### config.mk
export PLATFORM = sky130hd
export DESIGN_NAME = content_length_message_deframer
export DESIGN_NICKNAME = d
export VERILOG_FILES = /design/src/sv/cldf_pkg.sv /design/src/sv/cldf_in_stage.sv /design/src/sv/cldf_core.sv /design/src/sv/cldf_out_stage.sv /design/src/sv/content_length_message_deframer.sv
export SDC_FILE = /design/constraint.sdc
export NUM_CORES = 1
export LEC_CHECK = 0
export BUFFER_PORTS_ARGS = -buffer_cell sky130_fd_sc_hd__buf_4
export CAP_MARGIN = 20
export CORE_MARGIN = 4
export CORE_UTILIZATION = 37
export DETAILED_ROUTE_END_ITERATION = 8
export HOLD_SLACK_MARGIN = 0.06
export PLACE_DENSITY = 0.54
export SETUP_SLACK_MARGIN = 0.15
export SLEW_MARGIN = 20
export SYNTH_ARGS = -nofsm -noshare
export SYNTH_HDL_FRONTEND = slang
export SYNTH_SLANG_ARGS = --single-unit
### constraint.sdc
create_clock -name clk -period 9 [get_ports clk]
set_input_delay 2.25 -clock clk [delete_from_list [all_inputs] [get_ports clk]]
set_output_delay 2.25 -clock clk [all_outputs]
set_load 0.01 [all_outputs]
### src/sv/cldf_pkg.sv
`timescale 1ns / 1ps

package cldf_pkg;

    localparam int LENGTH_BITS_DEF = 32;
    localparam int MAXB_W          = 31;
    localparam logic [MAXB_W-1:0] MAXB_RESET = MAXB_W'(16 * 1024 * 1024);

    // result kinds
    localparam logic [1:0] KIND_BODY  = 2'd0;
    localparam logic [1:0] KIND_EMPTY = 2'd1;
    localparam logic [1:0] KIND_ERROR = 2'd2;

    // error codes
    localparam logic [1:0] ERR_NO_COLON   = 2'd0;
    localparam logic [1:0] ERR_BAD_LENGTH = 2'd1;
    localparam logic [1:0] ERR_NO_LENGTH  = 2'd2;
    localparam logic [1:0] ERR_BAD_UTF8   = 2'd3;

    localparam logic [7:0] CHAR_TAB   = 8'h09;
    localparam logic [7:0] CHAR_LF    = 8'h0A;
    localparam logic [7:0] CHAR_VT    = 8'h0B;
    localparam logic [7:0] CHAR_FF    = 8'h0C;
    localparam logic [7:0] CHAR_CR    = 8'h0D;
    localparam logic [7:0] CHAR_SPACE = 8'h20;
    localparam logic [7:0] CHAR_PLUS  = 8'h2B;
    localparam logic [7:0] CHAR_MINUS = 8'h2D;
    localparam logic [7:0] CHAR_ZERO  = 8'h30;
    localparam logic [7:0] CHAR_NINE  = 8'h39;
    localparam logic [7:0] CHAR_COLON = 8'h3A;
    localparam logic [7:0] CHAR_UP_A  = 8'h41;
    localparam logic [7:0] CHAR_UP_Z  = 8'h5A;
    localparam logic [7:0] CASE_DIFF  = 8'h20;

    localparam logic [3:0] KEY_LEN     = 4'd14;
    localparam logic [3:0] KEY_POS_MAX = 4'd15;

    typedef struct packed {
        logic [1:0] kind;
        logic [7:0] data;
        logic       last;
        logic [1:0] code;
    } cldf_result_t;

    // lower-case content-length key
    function automatic logic [7:0] key_char(input logic [3:0] pos);
        logic [7:0] c;
        case (pos)
            4'd0:    c = 8'h63;
            4'd1:    c = 8'h6F;
            4'd2:    c = 8'h6E;
            4'd3:    c = 8'h74;
            4'd4:    c = 8'h65;
            4'd5:    c = 8'h6E;
            4'd6:    c = 8'h74;
            4'd7:    c = 8'h2D;
            4'd8:    c = 8'h6C;
            4'd9:    c = 8'h65;
            4'd10:   c = 8'h6E;
            4'd11:   c = 8'h67;
            4'd12:   c = 8'h74;
            4'd13:   c = 8'h68;
            default: c = 8'h00;
        endcase
        return c;
    endfunction

endpackage

### src/sv/cldf_in_stage.sv
`timescale 1ns / 1ps

module cldf_in_stage
    import cldf_pkg::*;
(
    input  logic       clk,
    input  logic       rst_n,
    input  logic       in_valid,
    output logic       in_ready,
    input  logic [7:0] in_byte,
    input  logic       take,
    output logic       held_valid,
    output logic [7:0] held_byte
);

    logic       valid_reg;
    logic       valid_next;
    logic [7:0] byte_reg;

    assign in_ready   = !valid_reg || take;
    assign held_valid = valid_reg;
    assign held_byte  = byte_reg;

    always_comb
    begin
        valid_next = valid_reg;
        if (in_valid && in_ready)
        begin
            valid_next = 1'b1;
        end
        else if (take)
        begin
            valid_next = 1'b0;
        end
    end

    always_ff @(posedge clk or negedge rst_n)
    begin
        if (!rst_n)
        begin
            valid_reg <= 1'b0;
        end
        else
        begin
            valid_reg <= valid_next;
        end
    end

    always_ff @(posedge clk)
    begin
        if (in_valid && in_ready)
        begin
            byte_reg <= in_byte;
        end
    end

endmodule

### src/sv/cldf_core.sv
`timescale 1ns / 1ps

module cldf_core
    import cldf_pkg::*;
#(
    parameter int LENGTH_BITS = LENGTH_BITS_DEF
)
(
    input  logic              clk,
    input  logic              rst_n,
    input  logic              fire,
    input  logic [7:0]        b,
    input  logic [MAXB_W-1:0] max_body,
    output logic              res_valid,
    output cldf_result_t      res
);

    localparam int CW = (LENGTH_BITS > MAXB_W) ? LENGTH_BITS : MAXB_W;
    localparam int AW = LENGTH_BITS + 4;

    typedef enum logic [1:0] {
        PH_HEADER = 2'b01,
        PH_BODY   = 2'b10
    } phase_t;

    typedef enum logic [3:0] {
        STG_WS     = 4'b0001,
        STG_SIGN   = 4'b0010,
        STG_DIGITS = 4'b0100,
        STG_DONE   = 4'b1000
    } num_stage_t;

    // allowed range of the second byte of a multibyte sequence
    localparam logic [2:0] RULE_ANY   = 3'd0;
    localparam logic [2:0] RULE_A0_BF = 3'd1;
    localparam logic [2:0] RULE_80_9F = 3'd2;
    localparam logic [2:0] RULE_90_BF = 3'd3;
    localparam logic [2:0] RULE_80_8F = 3'd4;

    phase_t                 phase_reg, phase_next;
    logic                   fresh_reg, fresh_next;
    logic                   ends_reg, ends_next;
    logic                   colon_reg, colon_next;
    logic [3:0]             key_pos_reg, key_pos_next;
    logic                   key_diff_reg, key_diff_next;
    num_stage_t             stage_reg, stage_next;
    logic                   neg_reg, neg_next;
    logic [LENGTH_BITS-1:0] value_reg, value_next;
    logic                   bad_reg, bad_next;
    logic [1:0]             pend_reg, pend_next;
    logic [2:0]             rule_reg, rule_next;
    logic                   known_reg, known_next;
    logic [LENGTH_BITS-1:0] rem_reg, rem_next;

    logic                   do_clear;
    logic                   do_restart;
    logic [7:0]             lo;
    logic [7:0]             hi;
    logic [7:0]             lower_b;
    logic                   is_digit;
    logic                   is_space;
    logic [AW-1:0]          value_ext;
    logic [AW-1:0]          acc;
    logic                   acc_sat;
    logic                   rem_le1;
    logic                   len_bad;

    assign is_digit  = (b >= CHAR_ZERO) && (b <= CHAR_NINE);
    assign is_space  = (b == CHAR_SPACE) || (b == CHAR_TAB) || (b == CHAR_LF) ||
                       (b == CHAR_VT) || (b == CHAR_FF) || (b == CHAR_CR);
    assign lower_b   = ((b >= CHAR_UP_A) && (b <= CHAR_UP_Z)) ? b + CASE_DIFF : b;

    // value * 10 + digit, saturating when it spills past LENGTH_BITS
    assign value_ext = AW'(value_reg);
    assign acc       = (value_ext << 3) + (value_ext << 1) + AW'(b - CHAR_ZERO);
    assign acc_sat   = |acc[AW-1:LENGTH_BITS];

    assign rem_le1   = (rem_reg[LENGTH_BITS-1:1] == '0);
    assign len_bad   = (&value_reg) || (neg_reg && (value_reg != '0)) ||
                       (CW'(value_reg) > CW'(max_body));

    always_comb
    begin
        lo = 8'h80;
        hi = 8'hBF;
        case (rule_reg)
            RULE_A0_BF: lo = 8'hA0;
            RULE_80_9F: hi = 8'h9F;
            RULE_90_BF: lo = 8'h90;
            RULE_80_8F: hi = 8'h8F;
            default:    lo = 8'h80;
        endcase
    end

    always_comb
    begin
        phase_next    = phase_reg;
        fresh_next    = fresh_reg;
        ends_next     = ends_reg;
        colon_next    = colon_reg;
        key_pos_next  = key_pos_reg;
        key_diff_next = key_diff_reg;
        stage_next    = stage_reg;
        neg_next      = neg_reg;
        value_next    = value_reg;
        bad_next      = bad_reg;
        pend_next     = pend_reg;
        rule_next     = rule_reg;
        known_next    = known_reg;
        rem_next      = rem_reg;
        res_valid     = 1'b0;
        res           = '0;
        do_clear      = 1'b0;
        do_restart    = 1'b0;

        if (fire)
        begin
            if (phase_reg == PH_BODY)
            begin
                res_valid = 1'b1;
                res.kind  = KIND_BODY;
                res.data  = b;
                res.last  = rem_le1;
                if (rem_le1)
                begin
                    do_restart = 1'b1;
                end
                else
                begin
                    rem_next = rem_reg - 1'b1;
                end
            end
            else if (b == CHAR_LF)
            begin
                if (bad_reg || (pend_reg != 2'd0))
                begin
                    res_valid  = 1'b1;
                    res.kind   = KIND_ERROR;
                    res.code   = ERR_BAD_UTF8;
                    do_restart = 1'b1;
                end
                else if (ends_reg || fresh_reg)
                begin
                    if (!known_reg)
                    begin
                        res_valid  = 1'b1;
                        res.kind   = KIND_ERROR;
                        res.code   = ERR_NO_LENGTH;
                        do_restart = 1'b1;
                    end
                    else if (rem_reg == '0)
                    begin
                        res_valid  = 1'b1;
                        res.kind   = KIND_EMPTY;
                        res.last   = 1'b1;
                        do_restart = 1'b1;
                    end
                    else
                    begin
                        do_clear   = 1'b1;
                        phase_next = PH_BODY;
                    end
                end
                else if (!colon_reg)
                begin
                    res_valid  = 1'b1;
                    res.kind   = KIND_ERROR;
                    res.code   = ERR_NO_COLON;
                    do_restart = 1'b1;
                end
                else if (!key_diff_reg && (key_pos_reg == KEY_LEN))
                begin
                    if (len_bad)
                    begin
                        res_valid  = 1'b1;
                        res.kind   = KIND_ERROR;
                        res.code   = ERR_BAD_LENGTH;
                        do_restart = 1'b1;
                    end
                    else
                    begin
                        known_next = 1'b1;
                        rem_next   = value_reg;
                        do_clear   = 1'b1;
                    end
                end
                else
                begin
                    do_clear = 1'b1;
                end
            end
            else
            begin
                // utf-8 check of the header line
                if (!bad_reg)
                begin
                    if (pend_reg != 2'd0)
                    begin
                        if ((b < lo) || (b > hi))
                        begin
                            bad_next  = 1'b1;
                            pend_next = 2'd0;
                        end
                        else
                        begin
                            rule_next = RULE_ANY;
                            pend_next = pend_reg - 2'd1;
                        end
                    end
                    else if ((b == 8'h00) || ((b >= 8'h80) && (b <= 8'hC1)) || (b >= 8'hF5))
                    begin
                        bad_next = 1'b1;
                    end
                    else if ((b >= 8'hC2) && (b <= 8'hDF))
                    begin
                        pend_next = 2'd1;
                    end
                    else if ((b >= 8'hE0) && (b <= 8'hEF))
                    begin
                        pend_next = 2'd2;
                        rule_next = (b == 8'hE0) ? RULE_A0_BF :
                                    (b == 8'hED) ? RULE_80_9F : RULE_ANY;
                    end
                    else if (b >= 8'hF0)
                    begin
                        pend_next = 2'd3;
                        rule_next = (b == 8'hF0) ? RULE_90_BF :
                                    (b == 8'hF4) ? RULE_80_8F : RULE_ANY;
                    end
                end

                if (fresh_reg && (b == CHAR_CR))
                begin
                    ends_next = 1'b1;
                end
                fresh_next = 1'b0;

                if (colon_reg)
                begin
                    if ((stage_reg == STG_WS) && is_space)
                    begin
                        stage_next = STG_WS;
                    end
                    else if ((stage_reg == STG_WS) &&
                             ((b == CHAR_PLUS) || (b == CHAR_MINUS)))
                    begin
                        neg_next   = (b == CHAR_MINUS);
                        stage_next = STG_SIGN;
                    end
                    else if (stage_reg != STG_DONE)
                    begin
                        if (!is_digit)
                        begin
                            stage_next = STG_DONE;
                        end
                        else
                        begin
                            stage_next = STG_DIGITS;
                            value_next = acc_sat ? '1 : acc[LENGTH_BITS-1:0];
                        end
                    end
                end
                else if (b == CHAR_COLON)
                begin
                    colon_next = 1'b1;
                end
                else
                begin
                    if ((key_pos_reg >= KEY_LEN) || (key_char(key_pos_reg) != lower_b))
                    begin
                        key_diff_next = 1'b1;
                    end
                    if (key_pos_reg < KEY_POS_MAX)
                    begin
                        key_pos_next = key_pos_reg + 4'd1;
                    end
                end
            end
        end

        if (do_clear || do_restart)
        begin
            fresh_next    = 1'b1;
            ends_next     = 1'b0;
            colon_next    = 1'b0;
            key_pos_next  = 4'd0;
            key_diff_next = 1'b0;
            stage_next    = STG_WS;
            neg_next      = 1'b0;
            value_next    = '0;
            bad_next      = 1'b0;
            pend_next     = 2'd0;
            rule_next     = RULE_ANY;
        end
        if (do_restart)
        begin
            phase_next = PH_HEADER;
            known_next = 1'b0;
            rem_next   = '0;
        end
    end

    always_ff @(posedge clk or negedge rst_n)
    begin
        if (!rst_n)
        begin
            phase_reg    <= PH_HEADER;
            fresh_reg    <= 1'b1;
            ends_reg     <= 1'b0;
            colon_reg    <= 1'b0;
            key_pos_reg  <= 4'd0;
            key_diff_reg <= 1'b0;
            stage_reg    <= STG_WS;
            neg_reg      <= 1'b0;
            value_reg    <= '0;
            bad_reg      <= 1'b0;
            pend_reg     <= 2'd0;
            rule_reg     <= RULE_ANY;
            known_reg    <= 1'b0;
            rem_reg      <= '0;
        end
        else
        begin
            phase_reg    <= phase_next;
            fresh_reg    <= fresh_next;
            ends_reg     <= ends_next;
            colon_reg    <= colon_next;
            key_pos_reg  <= key_pos_next;
            key_diff_reg <= key_diff_next;
            stage_reg    <= stage_next;
            neg_reg      <= neg_next;
            value_reg    <= value_next;
            bad_reg      <= bad_next;
            pend_reg     <= pend_next;
            rule_reg     <= rule_next;
            known_reg    <= known_next;
            rem_reg      <= rem_next;
        end
    end

endmodule

### src/sv/cldf_out_stage.sv
`timescale 1ns / 1ps

module cldf_out_stage
    import cldf_pkg::*;
(
    input  logic         clk,
    input  logic         rst_n,
    input  logic         res_valid,
    input  cldf_result_t res,
    output logic         can_load,
    output logic         out_valid,
    input  logic         out_ready,
    output cldf_result_t out_res
);

    logic         valid_reg;
    cldf_result_t res_reg;

    // free when empty or the waiting transaction leaves this cycle
    assign can_load  = !valid_reg || out_ready;
    assign out_valid = valid_reg;
    assign out_res   = res_reg;

    always_ff @(posedge clk or negedge rst_n)
    begin
        if (!rst_n)
        begin
            valid_reg <= 1'b0;
        end
        else if (can_load)
        begin
            valid_reg <= res_valid;
        end
    end

    always_ff @(posedge clk)
    begin
        if (can_load && res_valid)
        begin
            res_reg <= res;
        end
    end

endmodule

### src/sv/content_length_message_deframer.sv
`timescale 1ns / 1ps
// Content-Length deframer: takes a byte stream of header lines and a body and
// hands out the body bytes, an empty-message marker or a framing error.
// in channel (in_valid/in_ready/in_byte): one stream byte per transaction.
// out channel (out_valid/out_ready + result fields): at most one result per
// input byte, in stream order; header bytes that end nothing give none.
// cfg channel (cfg_valid/cfg_ready/max_body_bytes): always ready; the user
// must write it only while the block is idle; the block does not enforce this.
// Path: an accepted byte waits in the input register and is decoded into the
// output register, which takes it only when it is empty or being read out.
// Throughput: one byte per cycle while the receiver does not stall, set by the
// single decode step between the input register and the output register.
// Reset: max_body_bytes returns to 16 MiB, header parsing starts afresh with
// no length known, both registers are emptied.
// Receiver stall: the output register holds its result, decoding halts, the
// input register keeps one more byte and in_ready then drops.
module content_length_message_deframer
    import cldf_pkg::*;
#(
    parameter int LENGTH_BITS = LENGTH_BITS_DEF
)
(
    input  logic              clk,
    input  logic              rst_n,
    input  logic              in_valid,
    output logic              in_ready,
    input  logic [7:0]        in_byte,
    output logic              out_valid,
    input  logic              out_ready,
    output logic [1:0]        result_kind,
    output logic [7:0]        body_byte,
    output logic              last_of_message,
    output logic [1:0]        error_code,
    input  logic              cfg_valid,
    output logic              cfg_ready,
    input  logic [MAXB_W-1:0] max_body_bytes
);

    logic [MAXB_W-1:0] max_body_reg;
    logic              held_valid;
    logic [7:0]        held_byte;
    logic              can_load;
    logic              proc_fire;
    logic              res_valid;
    cldf_result_t      res;
    cldf_result_t      out_res;

    assign cfg_ready = 1'b1;
    assign proc_fire = held_valid && can_load;

    always_ff @(posedge clk or negedge rst_n)
    begin
        if (!rst_n)
        begin
            max_body_reg <= MAXB_RESET;
        end
        else if (cfg_valid && cfg_ready)
        begin
            max_body_reg <= max_body_bytes;
        end
    end

    cldf_in_stage u_in_stage (
        .clk        (clk),
        .rst_n      (rst_n),
        .in_valid   (in_valid),
        .in_ready   (in_ready),
        .in_byte    (in_byte),
        .take       (proc_fire),
        .held_valid (held_valid),
        .held_byte  (held_byte)
    );

    cldf_core #(
        .LENGTH_BITS (LENGTH_BITS)
    ) u_core (
        .clk       (clk),
        .rst_n     (rst_n),
        .fire      (proc_fire),
        .b         (held_byte),
        .max_body  (max_body_reg),
        .res_valid (res_valid),
        .res       (res)
    );

    cldf_out_stage u_out_stage (
        .clk       (clk),
        .rst_n     (rst_n),
        .res_valid (res_valid && proc_fire),
        .res       (res),
        .can_load  (can_load),
        .out_valid (out_valid),
        .out_ready (out_ready),
        .out_res   (out_res)
    );

    assign result_kind     = out_res.kind;
    assign body_byte       = out_res.data;
    assign last_of_message = out_res.last;
    assign error_code      = out_res.code;

`ifndef SYNTHESIS
    // a held byte is never dropped while the output side is blocked
    assert property (@(posedge clk) disable iff (!rst_n)
        held_valid && !proc_fire |=> held_valid)
        else $error("held input byte lost while decode stalled");

    assert property (@(posedge clk) disable iff (!rst_n)
        out_valid |-> (result_kind == KIND_BODY) || (result_kind == KIND_EMPTY) ||
                      (result_kind == KIND_ERROR))
        else $error("unknown result kind");

    assert property (@(posedge clk) disable iff (!rst_n)
        out_valid && (result_kind != KIND_ERROR) |-> (error_code == ERR_NO_COLON))
        else $error("error code set on a non-error result");

    assert property (@(posedge clk) disable iff (!rst_n)
        out_valid && (result_kind == KIND_EMPTY) |-> last_of_message)
        else $error("empty-message marker without last");
`endif

endmodule

# After elaboration in Yosys (flattened, before gate mapping)
# Memories as Yosys holds them, arrays and structs flattened.
# Index checks and enable logic that the tools add are counted.
[word_totals]
mem_bits_ro = 112
memories = 1
in_bits = 44
register_bits = 140
elab_cells = 335
output_inout_bits = 16
[memory_table]
columns = ["memory", "depth", "width", "read_ports", "rd_ports_with_merged_regs", "write_ports", "line_no", "text"]
rows = [
  ["(name not given)", 16, 7, 1, 0, 0, "cldf_pkg.sv:48", "case (pos)"],
]
[classes]
n_eq_ne = 41
bitwise = 2
reduce_logical = 77
mux = 167
order_cmp = 17
n_addsub = 7
[ops]
columns = ["op", "n"]
rows = [
  ["$mux 32", 20],
  ["$mux 1", 77],
  ["$mux 4", 16],
  ["$mux 2", 31],
  ["$mux 8", 6],
  ["$mux 3", 15],
  ["$eq 8x4->1 const B", 5],
  ["$ge 8x8->1 const B", 5],
  ["$add 35x33->36", 1],
  ["$add 36x36->36", 1],
  ["$eq 8x6->1 const B", 4],
  ["$eq 8x8->1 const B", 4],
  ["$gt 32x31->1", 1],
  ["$logic_not 32->1", 1],
  ["$reduce_and 32->1", 1],
  ["$reduce_and 8->1", 4],
  ["$reduce_bool 2->1", 16],
  ["$reduce_bool 32->1", 1],
  ["$sub 32x1->32 const B", 1],
  ["$logic_not 31->1", 1],
  ["$le 8x8->1 const B", 3],
  ["$pmux 6 s2", 2],
  ["$reduce_and 6->1", 4],
  ["$logic_or 1x1->1", 17],
  ["other kinds (39)", 74],
]

# Longest topological paths before layout
# Gate-level depths: netlist (run 1).
[logic_depth]
depth_word = 15
depth_mapped = 19
depth_no_buf = 16

# By module
# Synthesis (run 1) repeated with hierarchy kept, for this count alone.
[hier_totals]
hier_cells = 1251
hier_area_um2 = 11364.6
[modules_own_cells]
columns = ["mod", "area_each_um2", "cells_per_inst", "instances"]
rows = [
  ["cldf_core", 9442.8, 1153, 1],
  ["content_length_message_deframer", 1183.6, 69, 1],
  ["cldf_out_stage", 444.2, 17, 1],
  ["cldf_in_stage", 294.0, 12, 1],
]

# Worst setup path before layout (run 1)
# No wires, ideal clock.
[synth_path]
kind = "register -> register"
start = "register u_in_stage.byte_reg[4], in the netlist u_in_stage.held_byte[4]"
end = "register u_core.value_reg[0]"
required_ns = 8.896
path_buffers = 3
setup_slack_ns = 2.352
stages_incl_launch_ff = 16
arrival_ns = 6.544
setup_time_ns = 0.104
period_less_slack_ns = 6.648
path_cell_list = "edfxtp_1 -> ha_1 -> clkbuf_1 -> nor3_1 -> fa_1 -> ha_1 -> clkbuf_1 -> nand4_1 -> or3_1 -> o22a_1 -> a311oi_2 -> a41oi_1 -> xnor2_1 -> nor2_2 -> buf_6 -> a221oi_1"
[synth_between]
elab_chain_len = 13
[synth_lines]
columns = ["element", "line_no", "text"]
rows = [
  ["from (decl)", "cldf_in_stage.sv:18", "logic [7:0] byte_reg;"],
  ["from (signal assigned)", "cldf_in_stage.sv:53", "byte_reg <= in_byte;"],
  ["$sub 8x6->9", "cldf_core.sv:75", "assign acc = (value_ext << 3) + (value_ext << 1) + AW'(b - CHAR_ZERO);"],
  ["$add 36x36->36", "cldf_core.sv:75", ""],
  ["$reduce_or 4->1", "cldf_core.sv:76", "assign acc_sat = |acc[AW-1:LENGTH_BITS];"],
  ["$mux 32", "cldf_core.sv:259", "value_next = acc_sat ? '1 : acc[LENGTH_BITS-1:0];"],
  ["$mux 32", "cldf_core.sv:252", "if (!is_digit)"],
  ["$mux 32", "cldf_core.sv:250", "else if (stage_reg != STG_DONE)"],
  ["$mux 32", "cldf_core.sv:244", "else if ((stage_reg == STG_WS) &&"],
  ["$mux 32", "cldf_core.sv:240", "if ((stage_reg == STG_WS) && is_space)"],
  ["$mux 32", "cldf_core.sv:238", "if (colon_reg)"],
  ["$mux 32", "cldf_core.sv:133", "else if (b == CHAR_LF)"],
  ["$mux 32", "cldf_core.sv:118", "if (phase_reg == PH_BODY)"],
  ["$mux 32", "cldf_core.sv:116", "if (fire)"],
  ["$mux 32", "cldf_core.sv:281", "if (do_clear || do_restart)"],
  ["to (signal assigned)", "cldf_core.sv:332", "value_reg <= value_next;"],
  ["to (decl)", "cldf_core.sv:48", "logic [LENGTH_BITS-1:0] value_reg, value_next;"],
]
# Parallel ways exist; a longest one is shown, timed or not. The select of a mux whose other input is x is not followed.
# A chain may end at the register's enable or synchronous reset.

# Final worst setup path (run 1)
[layout_path]
start = "register u_in_stage.byte_reg[5], in the netlist u_in_stage.held_byte[5]"
end = "register u_core.value_reg[6]"
# The elaborated chain is that of the path after synthesis.

==> results.md, run 1 <==
* Final hold violation count at 0
* CP dominant cell by count: ha_1
* Buf/Inv on CP at 1
* GR Util All Layers at 0.1926
* Layout area overhead at 12.54%
* Initial core utilization at 0.3796
* Post-Route WL at 29710 um
* Area contributors post-synth: dfrtp_1 (27%), ha_1 (10%), o21ai_0 (7.4%)
* Post-synthesis mux area share at 0.01784
* Gp weighted congestion at 0.8591
* Die area at 31600 um2
* Critical Path Max Stage Delay at 0.58 ns
* 1st-iter DRT viols at 644
* CTS HTree Levels at 4
* CTS sink cnt at 140
* Worst min-delay path class: reg -> reg
* Leakage power at 5.640 nW
* Max cap viols at 0
* Max Transition Viols Final at 0
* Crit-path leading delay family: adder cells
* DR WL/cell at 18.06 um
* Num rows at 61
* Number of synthesized flops with an enable pin at 21
* Syn nets at 1393
* Setup Skew at 0.01083 ns
* Layout cells sized above 1 at 0.1010
* # hold bufs at CTS at 0
* Post-CTS Setup Bufs at 0
* Sw Ratio at 0.3506
* Synth Area in Adders at 0.1626
* Synthesized area per cell at 8.676 um2
* Fmax at 196.2 MHz
* Total number of vias at 9190
* Synth Area in Compound Gates at 0.2124
* Least-Margin Pin Slew at 0.9869 ns
* Unrepaired setup endpoints after global routing: no
* Cell Chain, Critical Path: ha_1, nor3_2, buf_4, fa_1, ha_1, nand4_1, or3_1, o22a_1, a311oi_2, mux2i_1, o211ai_4, nor2_4, a221oi_1
* Max-Slew Margin vs Limit at 0.3405
* Seq/Total Area, Yosys at 0.3389
* Synth Warn # at 0
* Comb power frac at 0.282
* Top-Level Pins at 60
* Tcrit/Tclk final at 0.5665
* CP max stage cell: nor2_4
* WP data required at 9.25 ns
* Pwr dens at 177.8 nW/um2
* VDD IR max at 0.1250 mV
* Global route overflow at 0
* Core Util, Final at 0.4273
* Bufs on Longest Clock Path at 2
* Chip height at 177.8 um
* Cell variety after synth at 73
* Antenna violations before repair at 1
* Main combinational cell family by area after synthesis: compound AO/OA/AOI/OAI gates
* Clk slew on worst S/H paths at 0.07 ns
* Vias in the first global route at 9088
* Largest net degree at the start of global routing at 67
* Yosys reg bits at 140
* Status: complete, no violations
* Post-DP HPWL at 21540 um
* Tmin final at 5.098 ns
* Final setup vio count at 0
* Cell Area, Synth at 10660 um2
* Flop pwr share at 0.366
* Pint at 0.001386 W
* Mapped Cells at 1229
* CP arrival at 5.35 ns
* Setup crit end kind: register
* Async SR Flop Fraction at 0.8500
* Resized cells post-CTS at 0
* Crit path max fanout at 29
* NumNets Final at 1418
* Psw at 0.0007483 W
* Chip width at 177.8 um
* Port Buf Inserts at 58
* Skew-Pair Late Insertion Delay at 0.43 ns
* DRC at 0
* CTS root buffer: clkbuf_16
* Antenna cells at 0
* Setup crit start kind: register
* Via-to-Cell Ratio at 5.587
* Area leader, netlist: dfrtp_1
* Global-route wire length before repair at 48390 um
* Synth top area share at 0.2699
* Drt pass-1 iters at 5
* TNS Setup at 0 ns
* CTS tree: done
* Routed Antenna Nets at 0
* Commonest cells after routing, fill and taps aside: o21ai_0 (156), a21oi_1 (115), dfrtp_1 (115)
* Synth Flop Type: dfrtp_1
* Core area at 28090 um2
* Post-Synth XOR/XNOR Area at 0.03039
* CP Class: reg -> reg
* Simple-gate area share of the yosys netlist at 0.1863
* Most common cell after layout, fill and taps aside: o21ai_0
* Num CTS Buffers at 17
* Clk pwr share at 0.352
[cell usage after synthesis, types with 10 or more instances]
library cell,count
o21ai_0,157
a21oi_1,115
dfrtp_1,115
nand2_1,98
ha_1,89
nor2_1,86
inv_1,79
clkbuf_1,51
fa_1,31
nor3_1,31
nand4_1,30
a21o_1,29
nand3_1,29
edfxtp_1,21
nor4_1,20
xnor2_1,20
and3_1,17
xor2_1,17
a31oi_1,16
nand2b_1,12
and2_1,10
mux2i_1,10
[cell type report]
class,count,area [um2]
inverter,79,296.5
sequential,140,3613
timing repair buffer,65,488.0
multi-input combinational,951,6516
clock inverter,15,187.7
tap,378,473.0
fill,2836,16090
clock buffer,17,425.4
[layer usage]
metal,global-route usage,vias up,part of all wire
met5,0,-,0.00037
met4,0.05414,2,0.021
met3,0.04261,46,0.050
met2,0.3164,226,0.47
met1,0.2564,4424,0.46
li1,-,4492,-
[power groups by stage]
stage          registers [W]  logic [W]  clock network [W]
2_1_floorplan       0.000740   0.000481                  0
3_3_place_gp        0.000793   0.000591                  0
3_5_place_dp        0.000793   0.000599                  0
4_1_cts             0.000781   0.000603           0.000771
5_1_grt             0.000791   0.000686           0.000795
6_report            0.000781   0.000602           0.000750
[metrics by stage]
step	hold slack (ns)	std cells	worst slack [ns]	instance area (um2)	power, W
after detailed placement	0.4633	1613	3.958	11390	0.001392
after CTS	0.4735	1645	3.927	12000	0.002155
after floorplan	0.4462	1229	2.352	10660	0.001221
final	0.4835	1645	3.902	12000	0.002134
after global routing	0.5021	1645	3.467	12000	0.002272
after global placement	0.4597	1613	3.593	11380	0.001384
[logic make-up after synthesis]
| kind of cell | after synthesis |
|---|---|
| other cells | 1 |
| buf+inv | 138 |
| mux | 18 |
| fa+ha+maj | 120 |
| simple gates | 388 |
| xor+xnor | 37 |
| flops | 140 |
| compound gates | 387 |
[final timing paths]
path / startpoint / to / slack [ns] / cells after the start
worst max-delay path: u_in_stage.held_byte[5] / u_core.value_reg[6] / 3.90 / 13
worst min-delay path: u_core.fresh_reg / u_core.fresh_reg / 0.48 / 2
worst max register to register: u_in_stage.held_byte[5] / u_core.value_reg[6] / 3.90 / 13
worst min register to register: u_core.fresh_reg / u_core.fresh_reg / 0.48 / 2
max in group asynchronous: rst_n / u_core.stage_reg[1] / 5.69 / 2
min in group asynchronous: rst_n / max_body_reg[18] / 1.96 / 1
[tightest hold or removal path, cell delays in order, from the launching register on]
cell	delay, ns
dfstp_2	0.38
nand2_1	0.06
nand2_1	0.05
(Power assumes the default switching activity.)
==> run 2, diff against run 1 <==
Settings changed: PLACE_DENSITY 0.54 to 0.56.
Clock period 9 ns to 4.3 ns, I/O delays scaled along.
==> run 2 against run 1 <==
  * Clock skew barely moved
  * Setup slack got worse by 3.7 ns
  * Clock-buffer cell count did not move
  * Utilization rose by 1.8 points
  * Via count rose by 2.9%
  * Critical endpoint is now u_core.value_reg[5]
  * Die area did not move
==> results.md, run 2 (synthesis results as in run 1) <==
* Setup crit end kind: register
* Crit path max fanout at 15 (-48%)
* Chip height at 177.8 um (unchanged)
* Commonest cells after routing, fill and taps aside: o21ai_0 (156), dfrtp_1 (115), a21oi_1 (111)
* CP Class: reg -> reg
* Leakage power at 5.876 nW (+4.2%)
* CP arrival at 4.43 ns (-0.92 ns)
* Most common cell after layout, fill and taps aside: o21ai_0
* CTS tree: done
* Cell Chain, Critical Path: ha_2, nor3_4, buf_4, clkbuf_16, fa_1, ha_4, nand4_1, or3_1, o22a_2, a311oi_4, a41oi_2, xnor2_2, nor2_4, buf_12, a221oi_1
* DR WL/cell at 17.87 um (-1.0%)
* Port Buf Inserts at 58 (unchanged)
* Fmax at 243.0 MHz (+24%)
* Clk slew on worst S/H paths at 0.06 ns (about the same)
* Routed Antenna Nets at 0 (unchanged)
* Total number of vias at 9457 (+2.9%)
* Tmin final at 4.115 ns (-0.9827 ns)
* Chip width at 177.8 um (unchanged)
* CTS HTree Levels at 4 (unchanged)
* Max-Slew Margin vs Limit at 0.4810 (+0.1405)
* Bufs on Longest Clock Path at 2 (unchanged)
* Post-route total power at 0.004480 W (+110%)
* Layout cells sized above 1 at 0.1438 (+0.04281)
* Least-Margin Pin Slew at 0.7714 ns (-0.2155 ns)
* Crit-path leading delay family: compound AO/OA/AOI/OAI gates
* Final hold violation count at 0 (unchanged)
* WP data required at 4.62 ns (-4.63 ns)
* Tcrit/Tclk final at 0.9571 (+0.3906)
* Via-to-Cell Ratio at 5.589 (about the same)
* Pwr dens at 358.4 nW/um2 (+100%)
* Buf/Inv on CP at 3 (+2)
* Hold WS at 0.4849 ns (+0.001384 ns)
* Vias in the first global route at 9093 (+0.055%)
* Global route overflow at 0 (unchanged)
* Unrepaired setup endpoints after global routing: yes
* Num CTS Buffers at 17 (unchanged)
* 1st-iter DRT viols at 761 (+18%)
* DRC at 0 (unchanged)
* Post-Route WL at 30240 um (+1.8%)
* Worst min-delay path class: reg -> reg
* Antenna violations before repair at 0 (-1)
* Drt pass-1 iters at 5 (unchanged)
* Max Transition Viols Final at 0 (unchanged)
* Skew-Pair Late Insertion Delay at 0.43 ns (about the same)
* Initial core utilization at 0.3796 (unchanged)
* Layout area overhead at 17.25%
* # hold bufs at CTS at 0 (unchanged)
* Max cap viols at 0 (unchanged)
* Num rows at 61 (unchanged)
* Final setup vio count at 0 (unchanged)
* CTS sink cnt at 140 (unchanged)
* Setup crit start kind: register
* Die area at 31600 um2 (unchanged)
* Critical Path Max Stage Delay at 0.44 ns (-0.14 ns)
* CTS root buffer: clkbuf_16
* Largest net degree at the start of global routing at 120 (+79%)
* Antenna cells at 0 (unchanged)
* Core area at 28090 um2 (unchanged)
* Status: complete, no violations
* VDD IR max at 0.2708 mV (+120%)
* Gp weighted congestion at 0.8544 (-0.55%)
* GR Util All Layers at 0.1924 (about the same)
* Global-route wire length before repair at 48520 um (+0.27%)
* CP max stage cell: fa_1
* NumNets Final at 1465 (+3.3%)
* Setup Skew at 0.01036 ns (-0.0004724 ns)
* Top-Level Pins at 60 (unchanged)
* Post-DP HPWL at 21680 um (+0.65%)
* Fill cell count at 2813 (-0.81%)
[run 2: changes by cell type in the layout (fill, tap and decap cells not counted), moves of 4 or more]
cell / previous run / this run
a21oi_1: 115 / 111
a21oi_2: 0 / 4
buf_4: 65 / 105
clkinv_4: 5 / 1
ha_1: 89 / 83
[run 2: power breakdown]
part | internal (W) | leakage, nW | switching (W) | total, W
combinational | 0.000619 | 3.86 | 0.000798 | 0.00142
clock | 0.000851 | 0.269 | 0.000616 | 0.00147
sequential | 0.00144 | 1.74 | 0.000160 | 0.00160
[run 2: through the flow]
step	setup TNS, ns	instances	setup slack [ns]	area [um2]	utilization
after floorplan	-19.42	1229	-0.6623	10720	-
after global placement	0	1656	0.1235	11760	0.4188
after detailed placement	0	1656	0.06890	11760	0.4188
after CTS	0	1688	0.1508	12350	0.4397
after global routing	0	1692	0.04669	12500	0.4451
final	0	1692	0.1845	12500	0.4451
[run 2: repair_timing]
action,4_1_cts,5_1_grt
setup endpoints to repair,29,32
gates resized for setup,2,14
pin swaps,1,9
buffers inserted,0,2
gates cloned,0,2
[run 2: final cells by class]
class / count / area (um2) / share of cell area
multi-input combinational: 951 / 6626 / 0.5300
sequential: 140 / 3613 / 0.2890
timing repair buffer: 112 / 920.9 / 0.07366
tap: 378 / 473.0 / 0.03783
clock buffer: 17 / 425.4 / 0.03403
inverter: 79 / 296.5 / 0.02372
clock inverter: 15 / 146.4 / 0.01171
[run 2: worst min-delay path, delay by kind of cell (launching register included)]
kind	cells	cell delay, ns
DFF	1	0.38
and+or+nand+nor	2	0.11
[run 2: worst paths after layout]
| kind | slack [ns] | start | end | cells past startpoint |
|---|---|---|---|---|
| max | 0.18 | u_in_stage.held_byte[5] | u_core.value_reg[5] | 15 |
| min | 0.48 | u_core.fresh_reg | u_core.fresh_reg | 2 |
| max reg2reg | 0.18 | u_in_stage.held_byte[5] | u_core.value_reg[5] | 15 |
| min reg2reg | 0.48 | u_core.fresh_reg | u_core.fresh_reg | 2 |
| max in group asynchronous | 3.03 | rst_n | u_core.value_reg[31] | 2 |
| min in group asynchronous | 0.70 | rst_n | u_core.value_reg[25] | 2 |
[run 2: routing by layer]
layer  routed length (um)  up-vias  global-route usage
met5                    0        -                   0
met3                 1518       40             0.03196
met2                13730      252              0.2966
met4                  541        0             0.05221
li1                     -     4585                   -
met1                14450     4580              0.2802
==> run 3, diff against run 2 <==
Settings changed: CORE_UTILIZATION 37 to 35, CTS_BUF_LIST set to sky130_fd_sc_hd__clkbuf_8, PLACE_DENSITY 0.56 to 0.53, RECOVER_POWER set to 50.
==> run 3 against run 2 <==
  * The flow now finishes with violations (max-capacitance violations, max-slew violations)
  * Sequential share of layout area about the same
  * Setup slack got worse by 0.071 ns
  * Utilization decreased by 2.7 points
  * Total power decreased by 4.3%
==> results.md, run 3 (synthesis results as in run 1) <==
* Via-to-Cell Ratio at 5.540 (-0.89%)
* Core area at 29870 um2 (+6.4%)
* Cell Chain, Critical Path: ha_4, nor3_4, buf_4, buf_12, buf_4, fa_1, ha_1, nand4_1, or3_1, o22a_1, a311oi_4, a41oi_2, xnor2_2, nor2_4, buf_12, a221oi_2
* Dpl cell area at 11780 um2 (+0.13%)
* CP Class: reg -> reg
* Commonest cells after routing, fill and taps aside: o21ai_0 (156), dfrtp_1 (115), a21oi_1 (109)
* Total number of vias at 9473 (+0.17%)
* Flop pwr share at 0.374 (+0.018)
* Clk slew on worst S/H paths at 0.09 ns (+0.03 ns)
* Hold WS at 0.4815 ns (-0.003401 ns)
* Clk pwr share at 0.287 (-0.040)
* Crit-path leading delay family: compound AO/OA/AOI/OAI gates
* Final setup vio count at 0 (unchanged)
* VDD IR max at 0.1897 mV (-30%)
* Layout area overhead at 17.24% (about the same)
* Max cap viols at 3 (+3)
* CTS HTree Levels at 4 (unchanged)
* Top-Level Pins at 60 (unchanged)
* Final hold violation count at 0 (unchanged)
* Die area at 33320 um2 (+5.5%)
* Pwr dens at 343.0 nW/um2 (-4.3%)
* Unrepaired setup endpoints after global routing: yes
* GR Util All Layers at 0.1848 (-0.007594)
* Chip width at 182.5 um (+2.7%)
* Final instance area at 12500 um2 (about the same)
* Largest net degree at the start of global routing at 63 (-48%)
* CTS sink cnt at 140 (unchanged)
* 1st-iter DRT viols at 633 (-17%)
* Least-Margin Pin Slew at 2.087 ns (+1.315 ns)
* Worst min-delay path class: reg -> reg
* Antenna cells at 0 (unchanged)
* Buf/Inv on CP at 4 (+1)
* Most common cell after layout, fill and taps aside: o21ai_0
* Global-route wire length before repair at 49690 um (+2.4%)
* Drt pass-1 iters at 5 (unchanged)
* Sw Ratio at 0.3639 (+0.01258)
* DR WL/cell at 18.25 um (+2.1%)
* Leakage power at 5.851 nW (-0.42%)
* Initial core utilization at 0.3569 (-0.02272)
* Pint at 0.002727 W (-6.2%)
* Max Transition Viols Final at 184 (+184)
* Critical Path Max Stage Delay at 0.47 ns (+0.03 ns)
* Vias in the first global route at 9185 (+1.0%)
* CTS tree: done
* CTS root buffer: clkbuf_8
* Layout cells sized above 1 at 0.1583 (+0.01450)
* Status: complete, but fails checks
* Setup crit start kind: register
* Psw at 0.001560 W (-0.87%)
* Num rows at 63 (+3.3%)
* Dpl ws at 0.06640 ns (-0.002499 ns)
* Crit path max fanout at 15 (unchanged)
* WP data required at 4.66 ns (+0.04 ns)
* Setup Skew at 0.01977 ns (+0.009418 ns)
* Skew-Pair Late Insertion Delay at 0.47 ns (+0.04 ns)
* NumNets Final at 1471 (+0.41%)
* Post-Route WL at 31210 um (+3.2%)
* Tcrit/Tclk final at 0.9735 (+0.01641)
* Comb power frac at 0.339 (+0.023)
* Chip height at 182.5 um (+2.7%)
* Fmax at 238.9 MHz (-1.7%)
* Bufs on Longest Clock Path at 2 (unchanged)
* CP arrival at 4.55 ns (+0.12 ns)
* Max-Slew Margin vs Limit at -0.3912 (-0.8722)
* Global route overflow at 0 (unchanged)
* Num CTS Buffers at 17 (unchanged)
* Final setup margin at 0.1140 ns (-0.07057 ns)
* Violated checks: max-capacitance violations, max-slew violations
* CP max stage cell: edfxtp_1
* Antenna violations before repair at 0 (unchanged)
* Routed Antenna Nets at 0 (unchanged)
* Port Buf Inserts at 58 (unchanged)
* Post-DP HPWL at 22100 um (+2.0%)
* DRC at 0 (unchanged)
* Tmin final at 4.186 ns (+0.07057 ns)
* Setup crit end kind: register
* Gp weighted congestion at 0.8328 (-2.5%)
## run 3: cell count changes in the layout (fill, tap and decap cells not counted), sizes merged
cell      change
bufinv        +2
inv           +1
clkinv        -1
clkinvlp      -3
clkbuf       +13
buf           -6
## run 3: worst register-to-register path, cell delays in order (launching register included)
cell and delay, ns:
edfxtp_1 0.47, ha_4 0.21, nor3_4 0.13, buf_4 0.15
buf_12 0.13, buf_4 0.13, fa_1 0.40, ha_1 0.33
nand4_1 0.13, or3_1 0.37, o22a_1 0.25, a311oi_4 0.42
a41oi_2 0.20, xnor2_2 0.27, nor2_4 0.10, buf_12 0.17
a221oi_2 0.24
## run 3: power by group through the flow
stage	logic (W)	registers (W)	clock network, W
floorplan	0.00102	0.00155	0
global placement	0.00135	0.00162	0
detailed placement	0.00136	0.00163	0
CTS	0.00138	0.00160	0.00126
global route	0.00164	0.00162	0.00131
finish	0.00145	0.00160	0.00123
## run 3: path summary, 6_finish.rpt
kind	startpoint	endpoint	slack, ns	depth (start not counted)
max in group asynchronous	rst_n	u_core.rem_reg[31]	0.96	2
worst max register to register	u_in_stage.held_byte[5]	u_core.value_reg[4]	0.11	16
worst max-delay path	u_in_stage.held_byte[5]	u_core.value_reg[4]	0.11	16
worst min register to register	u_core.fresh_reg	u_core.fresh_reg	0.48	2
worst min-delay path	u_core.fresh_reg	u_core.fresh_reg	0.48	2
min in group asynchronous	rst_n	u_core.value_reg[24]	1.02	1
## run 3: area by class of cell
cell class | instances | area (um2)
Tap cell | 390 | 488.0
Inverter | 79 | 296.5
Sequential cell | 140 | 3613
Clock inverter | 14 | 191.4
Clock buffer | 18 | 247.7
Multi-Input combinational cell | 951 | 6711
Fill cell | 3002 | 17370
Timing Repair Buffer | 118 | 952.2
## run 3: routing by layer
layer  GRT usage  part of all wire  routed length [um]  vias to the layer above
met5           0                 0                   0                        -
met4     0.04353             0.014                 425                        0
met3     0.02731             0.037                1170                       34
met2      0.2863              0.45               14200                      205
met1      0.2726              0.49               15420                     4636
li1            -                 -                   -                     4598
## run 3: repair_timing
item | CTS | global route
buffers inserted | 5 | 2
hold buffers | 0 | 0
cloned | 0 | 3
resized for setup | 4 | 28
pin swaps | 3 | 13
setup endpoints to repair | 29 | 32
## run 3: stage by stage
step / power [W] / instances / utilization / setup TNS, ns
after floorplan: 0.002572 / 1229 / - / -19.42
after global placement: 0.002975 / 1668 / 0.3942 / 0
after detailed placement: 0.002982 / 1668 / 0.3942 / 0
after CTS: 0.004235 / 1705 / 0.4110 / 0
after global routing: 0.004574 / 1710 / 0.4184 / -0.3211
final: 0.004288 / 1710 / 0.4184 / 0
